## config.mk

```make
export PLATFORM = sky130hd
export DESIGN_NAME = sd_spi_host_command_engine_top
export DESIGN_NICKNAME = d
export VERILOG_FILES = /design/src/sdspi_pkg.sv /design/src/sd_spi_host_command_engine_top.sv /design/src/sdspi_queue.sv /design/src/sdspi_back.sv
export SDC_FILE = /design/constraint.sdc
export NUM_CORES = 1
export LEC_CHECK = 0
export BUFFER_PORTS_ARGS = -buffer_cell sky130_fd_sc_hd__buf_4
export CORE_UTILIZATION = 26
export DETAILED_ROUTE_END_ITERATION = 7
export GPL_ROUTABILITY_DRIVEN = 0
export PLACE_DENSITY = 0.38
export SLEW_MARGIN = 20
export SYNTH_ARGS = -nofsm -noshare
export SYNTH_HDL_FRONTEND = slang
export SYNTH_SLANG_ARGS = --single-unit
```

## constraint.sdc

```tcl
create_clock -name i_clk -period 4.4 [get_ports i_clk]
set_clock_uncertainty 0.05 [all_clocks]
set_input_delay 0.22 -clock i_clk [delete_from_list [all_inputs] [get_ports i_clk]]
set_output_delay 0.22 -clock i_clk [all_outputs]
set_load 0.05 [all_outputs]
```

## src/sdspi_pkg.sv

```systemverilog
// Shared types and constants for the SD card SPI host command engine.
package sdspi_pkg;

    localparam logic [1:0] REQ_INIT  = 2'd0;
    localparam logic [1:0] REQ_READ  = 2'd1;
    localparam logic [1:0] REQ_WRITE = 2'd2;
    localparam logic [1:0] REQ_LINK  = 2'd3;

    localparam logic [1:0] CFG_POLL  = 2'd0;
    localparam logic [1:0] CFG_RETRY = 2'd1;
    localparam logic [1:0] CFG_TOKEN = 2'd2;
    localparam logic [1:0] CFG_BUSY  = 2'd3;

    localparam logic [4:0] PH_IDLE     = 5'd0;
    localparam logic [4:0] PH_C0_TX    = 5'd1;
    localparam logic [4:0] PH_C0_POLL  = 5'd2;
    localparam logic [4:0] PH_C8_TX    = 5'd3;
    localparam logic [4:0] PH_C8_POLL  = 5'd4;
    localparam logic [4:0] PH_C8_TAIL  = 5'd5;
    localparam logic [4:0] PH_C55_TX   = 5'd6;
    localparam logic [4:0] PH_C55_POLL = 5'd7;
    localparam logic [4:0] PH_C41_TX   = 5'd8;
    localparam logic [4:0] PH_C41_POLL = 5'd9;
    localparam logic [4:0] PH_C58_TX   = 5'd10;
    localparam logic [4:0] PH_C58_POLL = 5'd11;
    localparam logic [4:0] PH_C58_TAIL = 5'd12;
    localparam logic [4:0] PH_C17_TX   = 5'd13;
    localparam logic [4:0] PH_C17_POLL = 5'd14;
    localparam logic [4:0] PH_RD_TOKEN = 5'd15;
    localparam logic [4:0] PH_RD_DATA  = 5'd16;
    localparam logic [4:0] PH_RD_CRC   = 5'd17;
    localparam logic [4:0] PH_C24_TX   = 5'd18;
    localparam logic [4:0] PH_C24_POLL = 5'd19;
    localparam logic [4:0] PH_WR_GAP   = 5'd20;
    localparam logic [4:0] PH_WR_TOKEN = 5'd21;
    localparam logic [4:0] PH_WR_DATA  = 5'd22;
    localparam logic [4:0] PH_WR_CRC   = 5'd23;
    localparam logic [4:0] PH_WR_RESP  = 5'd24;
    localparam logic [4:0] PH_WR_BUSY  = 5'd25;

    localparam logic [7:0]  CMD_START  = 8'h40;
    localparam logic [7:0]  RESP_BUSY  = 8'h80;
    localparam logic [7:0]  CRC_CMD0   = 8'h95;
    localparam logic [7:0]  CRC_CMD8   = 8'h87;
    localparam logic [7:0]  CRC_NONE   = 8'h01;
    localparam logic [31:0] ARG_CMD8   = 32'h0000_01AA;
    localparam logic [31:0] ARG_ACMD41 = 32'h4000_0000;
    localparam logic [7:0]  ECHO_AA    = 8'hAA;
    localparam logic [7:0]  DATA_TOKEN = 8'hFE;
    localparam logic [7:0]  DRESP_MASK = 8'h1F;
    localparam logic [7:0]  DRESP_OK   = 8'h05;
    localparam logic [7:0]  FILLER     = 8'hFF;
    localparam logic [7:0]  R1_IDLE    = 8'h01;

    // classified item handed from front to back
    typedef struct packed {
        logic [1:0]  req;
        logic [31:0] sector;
        logic [7:0]  rx;
        logic [7:0]  wd;
    } t_item;

    typedef struct packed {
        logic [7:0] tx_byte;
        logic       tx_valid;
        logic [7:0] rd_data;
        logic       rd_valid;
        logic       need;
        logic       done;
        logic       status;
    } t_result;

    typedef struct packed {
        logic [7:0]  poll;
        logic [15:0] retry;
        logic [15:0] token;
        logic [19:0] busy;
    } t_limits;

endpackage

```

## src/sd_spi_host_command_engine_top.sv

```systemverilog
// Top level of the SD card SPI-mode host command engine.
// One item per link byte: a request item (init, sector read, sector write)
// starts an operation, and each link item reports the byte the card returned
// and gets back the next byte to send, chip select, any read byte and, at the
// end, done with ok/error. The front stage takes items into a two-entry queue;
// the sequencer retires one queued item per cycle into an output register, so
// with the output side not stalling an item is accepted every cycle; a result
// passes the queue, then the output register. Limits must be written through
// the config port while idle (not enforced here); a zero limit behaves as one.
module sd_spi_host_command_engine_top #(
    parameter int SECTOR_BYTES = 512
) (
    input  logic        i_clk,
    input  logic        i_rst_n,
    input  logic        i_valid,
    output logic        o_stall,
    input  logic [1:0]  i_req_type,
    input  logic [31:0] i_sector,
    input  logic [7:0]  i_rx_byte,
    input  logic [7:0]  i_write_data,
    output logic        o_valid,
    input  logic        i_stall,
    output logic [7:0]  o_tx_byte,
    output logic        o_tx_valid,
    output logic        o_chip_select,
    output logic [7:0]  o_rd_data,
    output logic        o_rd_valid,
    output logic        o_need_write_data,
    output logic        o_done_res,
    output logic        o_status,
    input  logic        i_cfg_valid,
    output logic        o_cfg_ready,
    input  logic [1:0]  i_cfg_index,
    input  logic [19:0] i_cfg_data
);
    import sdspi_pkg::*;

    t_limits r_lim;
    t_item   in_item, q_item;
    t_result res;
    logic    q_full, q_valid, pop, push;

    assign o_stall     = q_full;
    assign push        = i_valid && !q_full;
    assign o_cfg_ready = 1'b1;
    assign in_item     = '{req: i_req_type, sector: i_sector, rx: i_rx_byte,
                           wd: i_write_data};

    always_ff @(posedge i_clk) begin
        if (!i_rst_n) begin
            r_lim <= '{poll: 8'd100, retry: 16'd10000, token: 16'hFFFF, busy: 20'hFFFFF};
        end else if (i_cfg_valid) begin
            case (i_cfg_index)
                CFG_POLL:  r_lim.poll  <= i_cfg_data[7:0];
                CFG_RETRY: r_lim.retry <= i_cfg_data[15:0];
                CFG_TOKEN: r_lim.token <= i_cfg_data[15:0];
                default:   r_lim.busy  <= i_cfg_data;
            endcase
        end
    end

    sdspi_queue u_queue (
        .i_clk(i_clk), .i_rst_n(i_rst_n), .i_push(push), .i_item(in_item),
        .o_full(q_full), .i_pop(pop), .o_valid(q_valid), .o_item(q_item)
    );

    sdspi_back #(.SECTOR_BYTES(SECTOR_BYTES)) u_back (
        .i_clk(i_clk), .i_rst_n(i_rst_n), .i_valid(q_valid), .i_item(q_item),
        .o_pop(pop), .i_lim(r_lim), .o_valid(o_valid), .o_res(res), .i_stall(i_stall)
    );

    assign o_tx_byte         = res.tx_byte;
    assign o_tx_valid        = res.tx_valid;
    assign o_chip_select     = res.tx_valid;
    assign o_rd_data         = res.rd_data;
    assign o_rd_valid        = res.rd_valid;
    assign o_need_write_data = res.need;
    assign o_done_res        = res.done;
    assign o_status          = res.status;

    // a result never asks for a byte and reports the end together
    a_done_no_tx: assert property (@(posedge i_clk) disable iff (!i_rst_n)
        o_valid |-> !(o_done_res && o_tx_valid)) else $error("done with tx");
    // write data is only requested while an exchange is requested
    a_need_tx: assert property (@(posedge i_clk) disable iff (!i_rst_n)
        o_valid && o_need_write_data |-> o_tx_valid) else $error("need without tx");
    // status only meaningful at done
    a_status: assert property (@(posedge i_clk) disable iff (!i_rst_n)
        o_valid && o_status |-> o_done_res) else $error("status without done");
endmodule

```

## src/sdspi_queue.sv

```systemverilog
// Two-entry item queue between the front and the back of the engine.
module sdspi_queue (
    input  logic               i_clk,
    input  logic               i_rst_n,
    input  logic               i_push,
    input  sdspi_pkg::t_item   i_item,
    output logic               o_full,
    input  logic               i_pop,
    output logic               o_valid,
    output sdspi_pkg::t_item   o_item
);
    import sdspi_pkg::*;

    t_item      r_mem [2];
    logic       r_wp, r_rp;
    logic [1:0] r_cnt;

    assign o_full  = (r_cnt == 2'd2);
    assign o_valid = (r_cnt != 2'd0);
    assign o_item  = r_mem[r_rp];

    always_ff @(posedge i_clk) begin
        if (i_push) begin
            r_mem[r_wp] <= i_item;
        end
        if (!i_rst_n) begin
            r_wp  <= 1'b0;
            r_rp  <= 1'b0;
            r_cnt <= 2'd0;
        end else begin
            if (i_push) r_wp <= ~r_wp;
            if (i_pop)  r_rp <= ~r_rp;
            r_cnt <= r_cnt + {1'b0, i_push} - {1'b0, i_pop};
        end
    end
endmodule

```

## src/sdspi_back.sv

```systemverilog
// Command sequencer: carries out one item per cycle while its output is not stalled, and holds the result register.
module sdspi_back #(
    parameter int SECTOR_BYTES = 512
) (
    input  logic               i_clk,
    input  logic               i_rst_n,
    input  logic               i_valid,
    input  sdspi_pkg::t_item   i_item,
    output logic               o_pop,
    input  sdspi_pkg::t_limits i_lim,
    output logic               o_valid,
    output sdspi_pkg::t_result o_res,
    input  logic               i_stall
);
    import sdspi_pkg::*;

    localparam int BW = $clog2(SECTOR_BYTES + 1);

    logic [4:0]  r_phase, n_phase;
    logic [BW-1:0] r_idx, n_idx;
    logic [19:0] r_poll, n_poll;
    logic [15:0] r_retry, n_retry;
    logic [31:0] r_arg, n_arg;
    logic [7:0]  r_last, n_last;
    logic        r_ov;
    t_result     r_res, n_res;
    logic        go;

    logic [7:0]  lp;
    logic [15:0] lr, lt;
    logic [19:0] lb;

    assign lp = (i_lim.poll  == 8'd0)  ? 8'd1  : i_lim.poll;
    assign lr = (i_lim.retry == 16'd0) ? 16'd1 : i_lim.retry;
    assign lt = (i_lim.token == 16'd0) ? 16'd1 : i_lim.token;
    assign lb = (i_lim.busy  == 20'd0) ? 20'd1 : i_lim.busy;

    assign go      = i_valid && (!r_ov || !i_stall);
    assign o_pop   = go;
    assign o_valid = r_ov;
    assign o_res   = r_res;

    function automatic logic [7:0] frame(input logic [4:0] ph, input logic [2:0] k,
                                         input logic [31:0] arg);
        logic [7:0] cmd, crc;
        crc = CRC_NONE;
        unique case (ph)
            PH_C0_TX:  begin cmd = 8'd0; crc = CRC_CMD0; end
            PH_C8_TX:  begin cmd = 8'd8; crc = CRC_CMD8; end
            PH_C55_TX: cmd = 8'd55;
            PH_C41_TX: cmd = 8'd41;
            PH_C58_TX: cmd = 8'd58;
            PH_C17_TX: cmd = 8'd17;
            default:   cmd = 8'd24;
        endcase
        case (k)
            3'd0:    frame = CMD_START | cmd;
            3'd1:    frame = arg[31:24];
            3'd2:    frame = arg[23:16];
            3'd3:    frame = arg[15:8];
            3'd4:    frame = arg[7:0];
            default: frame = crc;
        endcase
    endfunction

    always_comb begin
        logic [7:0] rx, r;
        logic resp, fin, ferr, startc;
        logic [4:0] sph;
        logic [31:0] sarg;
        rx = i_item.rx;
        n_phase = r_phase; n_idx = r_idx; n_poll = r_poll; n_retry = r_retry;
        n_arg = r_arg; n_last = r_last;
        n_res = '0;
        resp = 1'b0; r = rx; fin = 1'b0; ferr = 1'b0;
        startc = 1'b0; sph = PH_C0_TX; sarg = '0;
        unique case (i_item.req)
            REQ_INIT:  begin startc = 1'b1; sph = PH_C0_TX; end
            REQ_READ:  begin startc = 1'b1; sph = PH_C17_TX; sarg = i_item.sector; end
            REQ_WRITE: begin startc = 1'b1; sph = PH_C24_TX; sarg = i_item.sector; end
            default: begin
                unique case (r_phase)
                    PH_IDLE: ;
                    PH_C0_TX, PH_C8_TX, PH_C55_TX, PH_C41_TX, PH_C58_TX,
                    PH_C17_TX, PH_C24_TX: begin
                        n_idx = r_idx + 1'b1;
                        if (r_idx < BW'(5)) begin
                            n_res.tx_byte = frame(r_phase, 3'(r_idx + 1'b1), r_arg);
                            n_res.tx_valid = 1'b1;
                        end else begin
                            n_phase = r_phase + 5'd1; n_poll = 20'd1;
                            n_res.tx_byte = FILLER; n_res.tx_valid = 1'b1;
                        end
                    end
                    PH_C0_POLL, PH_C8_POLL, PH_C55_POLL, PH_C41_POLL, PH_C58_POLL,
                    PH_C17_POLL, PH_C24_POLL: begin
                        if ((rx & RESP_BUSY) == 8'd0) resp = 1'b1;
                        else if (r_poll >= {12'd0, lp}) begin resp = 1'b1; r = FILLER; end
                        else begin
                            n_poll = r_poll + 20'd1;
                            n_res.tx_byte = FILLER; n_res.tx_valid = 1'b1;
                        end
                    end
                    PH_C8_TAIL: begin
                        if (r_idx == BW'(2) && rx != R1_IDLE) n_last = FILLER;
                        if (r_idx < BW'(3)) begin
                            n_idx = r_idx + 1'b1;
                            n_res.tx_byte = FILLER; n_res.tx_valid = 1'b1;
                        end else if (r_last != R1_IDLE || rx != ECHO_AA) begin
                            fin = 1'b1; ferr = 1'b1;
                        end else begin
                            n_retry = '0; startc = 1'b1; sph = PH_C55_TX;
                        end
                    end
                    PH_C58_TAIL: begin
                        if (r_idx < BW'(3)) begin
                            n_idx = r_idx + 1'b1;
                            n_res.tx_byte = FILLER; n_res.tx_valid = 1'b1;
                        end else begin fin = 1'b1; ferr = (r_last != 8'd0); end
                    end
                    PH_RD_TOKEN: begin
                        if (rx == DATA_TOKEN) begin
                            n_phase = PH_RD_DATA; n_idx = '0;
                            n_res.tx_byte = FILLER; n_res.tx_valid = 1'b1;
                        end else if (r_poll >= {4'd0, lt}) begin fin = 1'b1; ferr = 1'b1; end
                        else begin
                            n_poll = r_poll + 20'd1;
                            n_res.tx_byte = FILLER; n_res.tx_valid = 1'b1;
                        end
                    end
                    PH_RD_DATA: begin
                        n_res.rd_data = rx; n_res.rd_valid = 1'b1;
                        n_idx = r_idx + 1'b1;
                        if (r_idx + 1'b1 >= BW'(SECTOR_BYTES)) begin
                            n_phase = PH_RD_CRC; n_idx = '0;
                        end
                        n_res.tx_byte = FILLER; n_res.tx_valid = 1'b1;
                    end
                    PH_RD_CRC: begin
                        if (r_idx == '0) begin
                            n_idx = BW'(1); n_res.tx_byte = FILLER; n_res.tx_valid = 1'b1;
                        end else fin = 1'b1;
                    end
                    PH_WR_GAP: begin
                        n_phase = PH_WR_TOKEN; n_res.need = 1'b1;
                        n_res.tx_byte = DATA_TOKEN; n_res.tx_valid = 1'b1;
                    end
                    PH_WR_TOKEN, PH_WR_DATA: begin
                        logic [BW-1:0] bi;
                        bi = (r_phase == PH_WR_TOKEN) ? '0 : r_idx;
                        n_phase = PH_WR_DATA;
                        n_res.tx_valid = 1'b1;
                        if (bi < BW'(SECTOR_BYTES)) begin
                            n_res.tx_byte = i_item.wd;
                            n_idx = bi + 1'b1;
                            n_res.need = (bi + 1'b1) < BW'(SECTOR_BYTES);
                        end else begin
                            n_phase = PH_WR_CRC; n_idx = '0; n_res.tx_byte = FILLER;
                        end
                    end
                    PH_WR_CRC: begin
                        if (r_idx == '0) n_idx = BW'(1); else n_phase = PH_WR_RESP;
                        n_res.tx_byte = FILLER; n_res.tx_valid = 1'b1;
                    end
                    PH_WR_RESP: begin
                        if ((rx & DRESP_MASK) != DRESP_OK) begin fin = 1'b1; ferr = 1'b1; end
                        else begin
                            n_phase = PH_WR_BUSY; n_poll = 20'd1;
                            n_res.tx_byte = FILLER; n_res.tx_valid = 1'b1;
                        end
                    end
                    PH_WR_BUSY: begin
                        if (rx != 8'd0) fin = 1'b1;
                        else if (r_poll >= lb) begin fin = 1'b1; ferr = 1'b1; end
                        else begin
                            n_poll = r_poll + 20'd1;
                            n_res.tx_byte = FILLER; n_res.tx_valid = 1'b1;
                        end
                    end
                    default: n_phase = PH_IDLE;
                endcase
            end
        endcase
        if (resp) begin
            n_last = r;
            unique case (r_phase)
                PH_C0_POLL: begin
                    if (r != R1_IDLE) begin fin = 1'b1; ferr = 1'b1; end
                    else begin startc = 1'b1; sph = PH_C8_TX; sarg = ARG_CMD8; end
                end
                PH_C8_POLL, PH_C58_POLL: begin
                    n_phase = r_phase + 5'd1; n_idx = '0;
                    n_res.tx_byte = FILLER; n_res.tx_valid = 1'b1;
                end
                PH_C55_POLL: begin
                    if (r > R1_IDLE) begin fin = 1'b1; ferr = 1'b1; end
                    else begin startc = 1'b1; sph = PH_C41_TX; sarg = ARG_ACMD41; end
                end
                PH_C41_POLL: begin
                    n_retry = r_retry + 16'd1;
                    if (r == 8'd0) begin startc = 1'b1; sph = PH_C58_TX; end
                    else if (r_retry + 16'd1 >= lr) begin fin = 1'b1; ferr = 1'b1; end
                    else begin startc = 1'b1; sph = PH_C55_TX; end
                end
                PH_C17_POLL: begin
                    if (r != 8'd0) begin fin = 1'b1; ferr = 1'b1; end
                    else begin
                        n_phase = PH_RD_TOKEN; n_poll = 20'd1;
                        n_res.tx_byte = FILLER; n_res.tx_valid = 1'b1;
                    end
                end
                default: begin
                    if (r != 8'd0) begin fin = 1'b1; ferr = 1'b1; end
                    else begin
                        n_phase = PH_WR_GAP;
                        n_res.tx_byte = FILLER; n_res.tx_valid = 1'b1;
                    end
                end
            endcase
        end
        if (startc) begin
            n_phase = sph; n_idx = '0; n_arg = sarg;
            n_res.tx_byte = frame(sph, 3'd0, sarg); n_res.tx_valid = 1'b1;
        end
        if (fin) begin
            n_phase = PH_IDLE;
            n_res.tx_byte = '0; n_res.tx_valid = 1'b0; n_res.need = 1'b0;
            n_res.done = 1'b1; n_res.status = ferr;
        end
    end

    always_ff @(posedge i_clk) begin
        if (go) begin
            r_res <= n_res;
        end
        if (!i_rst_n) begin
            r_phase <= PH_IDLE; r_idx <= '0; r_poll <= '0; r_retry <= '0;
            r_arg <= '0; r_last <= '0; r_ov <= 1'b0;
        end else begin
            if (go) begin
                r_phase <= n_phase; r_idx <= n_idx; r_poll <= n_poll;
                r_retry <= n_retry; r_arg <= n_arg; r_last <= n_last;
            end
            if (go) r_ov <= 1'b1;
            else if (!i_stall) r_ov <= 1'b0;
        end
    end
endmodule

```

==> PnR_summary.wiki, run 1 <==
{| class="wikitable"
! Metric !! Value
|-
| Status || finished clean
|-
| Largest cells by area after synthesis || edfxtp_1 (23%), dfxtp_1 (20%), ha_1 (6.5%), a21oi_1 (4.8%), nand2_1 (3.7%)
|-
| Synthesized flop and latch total || around 280
|-
| Number of global-route vias before repair || ~14000
|-
| Slew of the pin with the lowest slew margin || between 1 and 1.5 ns
|-
| Leftover overflow at the end of global routing || 0
|-
| Endpoint required time on the critical path || between 4 and 5 ns
|-
| Setup slack at placement || -0.128 ns
|-
| Post-layout nets || slightly above 2000
|-
| Classification of the worst-slack hold path || in2reg
|-
| Growth of design area from synthesis to finish || 24.6%
|-
| Critical path class || reg2reg
|-
| Number of distinct standard cells referenced by the synthesized netlist || ~110
|-
| Ant diodes || 0
|-
| Global router's overall resource usage || between 10% and 20%
|-
| Maximum buffer depth of the clock tree || 3
|-
| Synth top area share || between 20 and 25%
|-
| Number of enable flip-flop cells after synthesis || approximately 120
|-
| Total negative setup slack || 0 ns
|-
| Number of nets produced by synthesis || 1880
|-
| Clock tree from TritonCTS || done
|-
| Slowest cell on crit path || mux2_1
|-
| Async SR Flop Fraction || 0%
|-
| Max Freq || between 200 and 250 MHz
|-
| Clock period minus final worst setup slack || around 4.2 ns
|-
| R2R setup slack || approximately 0.23 ns
|-
| Number of design rule violations left after detail routing || 0
|-
| CP Capture Type || register
|-
| Port bufs || 100
|-
| Crit-path most repeated cell || and3_1
|-
| Depth of the worst register-to-register path || 18
|-
| Global-route wire length before repair || between 80000 and 90000 um
|-
| Clk Latency, worst-skew pair || 0.55 ns
|-
| Number of warning messages in the yosys log || 0
|-
| Peak per-stage delay on the critical path || between 0.3 and 0.4 ns
|-
| Clock buffer count from CTS || 36
|-
| Number of placed cells counting well taps || 2573
|-
| Utilization of the core after routing || between 30% and 40%
|-
| FF/Latch Area || between 6000 and 7000 um^2
|-
| Startpoint type of the worst setup path || register
|-
| Worst-case hold path end point || u_queue.r_wp$_SDFFE_PN0P_
|-
| Worst setup slack after layout || about 0.23 ns
|-
| Crit path cell chain || ha_1, and3_1, and3_1, and3_1, and3_4, xor2_1, ha_1, and4_1, o2111ai_1, a31o_1, a31oi_2, buf_4, o21ai_0, a211oi_2, buf_4, mux2_1, nor3_1, o221a_1
|-
| Post-synthesis cell type with the largest combined area || edfxtp_1
|-
| Cell Pwr Density || about 500 nW/um^2
|-
| CTS root buffer || clkbuf_16
|-
| Number of levels the H-tree was split into || 2
|-
| Tightest slew margin relative to the limit || 26.0%
|-
| Arrival time at the worst endpoint || ~4.5 ns
|-
| Worst Hold Slack || approximately 0.063 ns
|-
| Post-DP HPWL || 40300 um
|-
| Final Hold Vio Count || 0
|-
| Total setup violations reported at the end of the flow || 0
|-
| Placeable core region || approximately 59000 um^2
|-
| Ports placed on the boundary || just over 100
|-
| Max-slew violations || 0
|-
| Number of cells produced by synthesis || between 1500 and 2000
|-
| Final cell count without fillers || approximately 2700
|-
| Vias || between 10000 and 15000
|-
| Antenna violation net count after detailed routing || 0
|-
| Filler cell count in the final layout || 6238
|-
| Beginning of the worst register-to-register path || u_back.r_retry[0]$_SDFFE_PN0P_
|-
| DRT Wirelength || ~55000 um
|-
| Routed length per placed instance || just over 20 um
|-
| Syn Std Cell Area || approximately 16000 um^2
|-
| Width of the chip || between 200 and 250 um
|-
| Combined area of the multi-input logic cells || a little over 8000 um^2
|-
| Die Ht || approximately 250 um
|-
| Hold Crit Start || i_valid
|-
| Static leakage || around 7.6 nW
|-
| CTS clock-pin slew for the worst setup and hold paths || approximately 0.060 ns
|-
| Seq/Total Area, Yosys || between 40% and 50%
|-
| Avg Synthesized Cell Area || roughly 9 um^2
|-
| Highest net fanout along the worst path || 5
|-
| Layout cells sized above 1 || 16.2%
|-
| Post-DR vias/cell || around 5.1
|-
| Max Cap Violations || 0
|-
| Largest net degree at the start of global routing || 62
|-
| Post-synth top flop || dfxtp_1
|-
| Effective utilization at floorplan || a little over a quarter
|-
| DIE AREA || between 60000 and 70000 um^2
|-
| Max IR drop VDD || between 0.3 and 0.4 mV
|-
| Fin crit share || a little over nine tenths
|-
| Placement row count || 89
|-
| Hold Path Cell Cnt || 4
|-
| Antenna violations before repair || 0
|-
| Number of optimization iterations in the first detailed-route pass || 7
|-
| Count of routing violations after the opening detailed-route iteration || between 700 and 800
|-
| Reg-to-reg critical path endpoint || u_back.o_res[13]$_SDFFCE_PN0P_
|-
| CTS sink cnt || roughly 280
|}
==> registers in the layout (all words and copies together) (netlist names), named ones only <==
register        cells
u_back.o_valid      1
u_queue.r_mem     100
u_queue.r_rp        1
u_back.r_last       8
u_back.r_poll      20
u_back.r_idx       10
u_queue.r_cnt       2
u_queue.r_wp        1
u_back.r_retry     16
u_back.r_phase      5
r_lim              60
u_back.o_res       21
u_back.r_arg       32
==> critical path, delay by kind of cell, from the launching register on <==
| family | cells | cell delay, ns |
|---|---|---|
| AND/OR/NAND/NOR | 6 | 1.18 |
| AO/OA/AOI/OAI | 6 | 1.11 |
| buffers and inverters | 2 | 0.40 |
| multiplexers | 1 | 0.33 |
| adder cells (fa/ha/maj) | 2 | 0.50 |
| flip-flops | 1 | 0.31 |
| XOR/XNOR | 1 | 0.14 |
==> how the worst max path moves through the flow <==
stage,from,end,slack (ns),cells past startpoint
after detailed placement,u_back.r_retry[0]$_SDFFE_PN0P_,u_back.o_res[16]$_SDFFCE_PN0P_,-0.13,19
after CTS,u_back.r_retry[0]$_SDFFE_PN0P_,u_back.o_res[17]$_SDFFCE_PN0P_,0.03,18
final,u_back.r_retry[0]$_SDFFE_PN0P_,u_back.o_res[13]$_SDFFCE_PN0P_,0.23,18
after floorplan,u_back.r_retry[0]$_SDFFE_PN0P_,u_back.o_res[17]$_SDFFCE_PN0P_,0.36,18
after global placement,u_back.r_retry[0]$_SDFFE_PN0P_,u_back.o_res[18]$_SDFFCE_PN0P_,-0.13,16
after global routing,u_back.r_retry[1]$_SDFFE_PN0P_,u_back.o_res[13]$_SDFFCE_PN0P_,-0.008,18
==> Yosys cell counts (30+ instances only) <==
cell	count
a21oi_1	150
and3_1	30
clkbuf_1	59
dfxtp_1	157
edfxtp_1	121
ha_1	82
inv_1	88
mux2i_1	46
nand2_1	156
nand3_1	45
nor2_1	146
nor3_1	70
o211ai_1	48
o21ai_0	61
==> cell families after synthesis <==
kind of cell	synth area share (%)
flops	43.0
xor+xnor	1.17
fa+ha+maj	6.52
mux	3.71
other cells	0.0238
buf+inv	5.21
simple gates	19.3
compound gates	21.0
==> routing by layer <==
layer  part of all wire, %  global-route usage (%)  routed length, um  vias up
met3                   3.7                    2.29               2010       82
met5                     0                       0                  0        -
li1                      -                       -                  -     6763
met4                   2.4                    5.38               1340        0
met1                    45                    22.5              24700     6629
met2                    49                    31.1              26700      325
==> stage by stage <==
step | area (um^2) | total power, mW
2_1_floorplan | 15700 | 5.60
3_3_place_gp | 17600 | 6.82
3_5_place_dp | 17600 | 6.84
4_1_cts | 19500 | 9.85
5_1_grt | 19600 | 10.3
6_report | 19600 | 9.73
==> layout by cell type (no fill, tap or decap), types with 10 or more instances in the layout <==
| master | count |
|---|---|
| o211ai_1 | 48 |
| dfxtp_1 | 156 |
| nor2_1 | 143 |
| nand2_1 | 156 |
| or3_1 | 12 |
| a21oi_1 | 149 |
| buf_4 | 182 |
| nor3_1 | 68 |
| mux2_2 | 10 |
| nand4_1 | 19 |
| nor2b_1 | 14 |
| o22ai_1 | 13 |
| nand2b_1 | 18 |
| and2_1 | 15 |
| a211oi_1 | 16 |
| clkbuf_16 | 36 |
| edfxtp_1 | 121 |
| a31oi_1 | 21 |
| and3_1 | 28 |
| dlygate4sd3_1 | 71 |
| nor4_1 | 20 |
| a21o_1 | 17 |
| o21ai_1 | 20 |
| o21ai_0 | 58 |
| nand3b_1 | 11 |
| xor2_1 | 13 |
| ha_1 | 82 |
| mux2i_1 | 46 |
| a221oi_1 | 14 |
| nand3_1 | 44 |
| inv_1 | 87 |
==> area by class of cell <==
class	instances	area share, %
timing repair buffer	254	10.7
clock inverter	20	1.08
sequential	278	34.6
inverter	93	1.79
clock buffer	45	4.87
multi-input combinational	1248	42.1
tap	773	4.93
==> report_power, final <==
group	switching [mW]	internal, mW	total (mW)	leakage (nW)
logic	2.26	1.20	3.47	4.66
clock network	1.17	1.73	2.90	0.573
registers	0.250	3.12	3.37	2.42
==> timing repair <==
item                                    in CTS  in global routing
endpoints found under the hold margin      160                  0
setup buffers                                0                  2
pin swaps                                    1                  1
resized for setup                            2                 13
endpoints found under the setup margin      14                 26
hold buffers                                71                  0
Note: power is estimated with default switching activity, not from simulation.
==> run 2: changes to the inputs <==
PLACE_DENSITY = default   (was 0.38)
PLACE_DENSITY_LB_ADDON = 0.25   (was default)
==> PnR_summary.wiki, run 2 (same netlist as run 1, synthesis figures left out) <==
{| class="wikitable"
! Metric !! Value
|-
| Clk Latency, worst-skew pair || 0.58 ns (was 0.55 ns)
|-
| Worst Hold Slack || 0.0483 ns (was 0.0629 ns)
|-
| Width of the chip || 248 um (unchanged)
|-
| Effective utilization at floorplan || 26.5% (unchanged)
|-
| Layout cells sized above 1 || 14.9% (was 16.2%)
|-
| Leftover overflow at the end of global routing || 0 (unchanged)
|-
| CTS root buffer || clkbuf_16 (unchanged)
|-
| Crit-path most repeated cell || and3_1 (unchanged)
|-
| Total negative setup slack || 0 ns (unchanged)
|-
| Filler cell count in the final layout || 6247 (was 6238)
|-
| Static leakage || 7.47 nW (was 7.65 nW)
|-
| Ant diodes || 0 (unchanged)
|-
| Fin crit share || 95.1% (was 94.8%)
|-
| CTS clock-pin slew for the worst setup and hold paths || 0.06 ns (about the same)
|-
| Growth of design area from synthesis to finish || 22.5% (was 24.6%)
|-
| Status || finished clean (unchanged)
|-
| Slew of the pin with the lowest slew margin || 0.958 ns (was 1.10 ns)
|-
| Highest net fanout along the worst path || 5 (unchanged)
|-
| Top library cells by usage in the layout, fill and taps aside || buf_4 (159), nand2_1 (156), dfxtp_1 (156), a21oi_1 (150), nor2_1 (143) (was buf_4 (182), nand2_1 (156), dfxtp_1 (156), a21oi_1 (149), nor2_1 (143))
|-
| CP Capture Type || register (unchanged)
|-
| Crit path cell chain || ha_1, and3_1, and3_1, and3_1, and3_1, buf_4, xor2_1, ha_1, and4_1, o2111ai_1, a31o_1, a31oi_2, buf_4, o21ai_0, a211oi_2, buf_4, o21ai_0, o31a_1, o221a_1 (was ha_1, and3_1, and3_1, and3_1, and3_4, xor2_1, ha_1, and4_1, o2111ai_1, a31o_1, a31oi_2, buf_4, o21ai_0, a211oi_2, buf_4, mux2_1, nor3_1, o221a_1)
|-
| Final Hold Vio Count || 0 (unchanged)
|-
| Max Freq || 239 MHz (was 240 MHz)
|-
| Startpoint type of the worst setup path || register (unchanged)
|-
| DIE AREA || 61500 um^2 (unchanged)
|-
| Tightest slew margin relative to the limit || 36.1% (was 26.0%)
|-
| Antenna violation net count after detailed routing || 0 (unchanged)
|-
| Global-route wire length before repair || 77900 um (was 83400 um)
|-
| Clock tree from TritonCTS || done (unchanged)
|-
| Number of global-route vias before repair || 13700 (was 13800)
|-
| Number of levels the H-tree was split into || 1 (was 2)
|-
| Ports placed on the boundary || 102 (unchanged)
|-
| Number of design rule violations left after detail routing || 0 (unchanged)
|-
| Largest register by flop count || u_queue.r_mem (unchanged)
|-
| Overall power of the completed layout || 9.41 mW (was 9.73 mW)
|-
| Placeable core region || 59500 um^2 (unchanged)
|-
| Classification of the worst-slack hold path || in2reg (unchanged)
|-
| Category of cells accounting for the largest share of critical-path delay || compound AO/OA/AOI/OAI gates (was simple AND/OR/NAND/NOR gates)
|-
| Global router's overall resource usage || 16.2% (was 17.8%)
|-
| Number of optimization iterations in the first detailed-route pass || 8 (was 7)
|-
| Total setup violations reported at the end of the flow || 0 (unchanged)
|-
| Most common cell after layout, fill and taps aside || buf_4 (unchanged)
|-
| RSZ-0062 raised after global routing || no
|-
| Max Cap Violations || 0 (unchanged)
|-
| Die Ht || 248 um (unchanged)
|-
| Max-slew violations || 0 (unchanged)
|-
| Largest net degree at the start of global routing || 62 (unchanged)
|-
| Post-layout nets || 2042 (was 2070)
|-
| Endpoint required time on the critical path || 4.67 ns (was 4.75 ns)
|-
| Clock period minus final worst setup slack || 4.19 ns (was 4.17 ns)
|-
| Placement row count || 89 (unchanged)
|-
| Critical path class || reg2reg (unchanged)
|-
| Cell Pwr Density || 488 nW/um^2 (was 496 nW/um^2)
|-
| Post-DP HPWL || 37200 um (was 40300 um)
|-
| Arrival time at the worst endpoint || 4.45 ns (was 4.52 ns)
|-
| Maximum buffer depth of the clock tree || 3 (unchanged)
|-
| CTS sink cnt || 278 (unchanged)
|-
| Clock buffer count from CTS || 31 (was 36)
|-
| Port bufs || 100 (unchanged)
|-
| Vias || 13900 (was 13800)
|-
| Flip-flop count of the largest register, all copies and words added || 100 (unchanged)
|-
| Peak per-stage delay on the critical path || 0.34 ns (was 0.33 ns)
|-
| DRT Wirelength || 50400 um (was 54700 um)
|-
| Antenna violations before repair || 0 (unchanged)
|-
| Max IR drop VDD || 0.285 mV (was 0.357 mV)
|-
| Slowest cell on crit path || dfxtp_1 (was mux2_1)
|-
| Post-DR vias/cell || 5.20 (was 5.09)
|-
| Largest registers in the final layout || u_queue.r_mem: 100 flops, r_lim: 60 flops, u_back.r_arg: 32 flops (unchanged)
|-
| Critical path buffers and inverters || 3 (was 2)
|-
| Count of routing violations after the opening detailed-route iteration || 1262 (was 758)
|-
| Routed length per placed instance || 18.8 um (was 20.2 um)
|}
## run 2: worst paths after layout
kind                                       start  slack [ns]                              to  cells past startpoint
setup / recovery  u_back.r_retry[0]$_SDFFE_PN0P_        0.21  u_back.o_res[17]$_SDFFCE_PN0P_                     19
setup reg to reg  u_back.r_retry[0]$_SDFFE_PN0P_        0.21  u_back.o_res[17]$_SDFFCE_PN0P_                     19
hold reg to reg    u_back.r_last[4]$_SDFFE_PN0P_        0.41   u_back.r_last[4]$_SDFFE_PN0P_                      2
hold / removal                    i_cfg_index[1]        0.05          r_lim[42]$_SDFFE_PN0P_                      4
## run 2: layer usage
layer,global-route usage [%],up-vias,part of all wire (%)
li1,-,6719,-
met1,20.9,6658,44
met2,27.8,465,48
met3,2.12,106,5.3
met4,5.11,0,3.0
met5,0,-,0
## run 2: through the flow
step	setup WS, ns	cell area, um^2	util [%]	cells
after floorplan	0.357	15700	-	1721
after global placement	0.0988	17500	29.4	2550
after detailed placement	0.0139	17500	29.4	2550
after CTS	0.0573	19200	32.3	2678
after global routing	0.0314	19300	32.4	2680
final	0.213	19300	32.4	2680
## run 2: what timing repair did
| action | 4_1_cts | 5_1_grt |
|---|---|---|
| setup buffers | 0 | 2 |
| pin swaps | 0 | 1 |
| resized for setup | 1 | 7 |
| setup endpoints to repair | 1 | 9 |
| endpoints found under the hold margin | 161 | 0 |
| hold buffers | 71 | 0 |
## run 2: area by class of cell
type | count | area [um^2] | area share, %
clock buffer | 43 | 902 | 4.68
clock inverter | 14 | 153 | 0.791
inverter | 93 | 352 | 1.82
multi-input combinational | 1248 | 8210 | 42.6
sequential | 278 | 6780 | 35.1
tap | 773 | 967 | 5.01
timing repair buffer | 231 | 1920 | 9.98
## run 2: worst min-delay path: cells and delay by family
| family | cells | cell delay [ns] |
|---|---|---|
| AOI/OAI and AO/OA | 1 | 0.05 |
| buffers and inverters | 1 | 0.11 |
| and+or+nand+nor | 2 | 0.24 |
## run 2: where the power goes
| part | switching, mW | total [mW] | internal [mW] |
|---|---|---|---|
| Combinational | 2.17 | 3.33 | 1.16 |
| Clock | 1.09 | 2.69 | 1.60 |
| Sequential | 0.277 | 3.39 | 3.12 |
| Total | 3.54 | 9.41 | 5.87 |
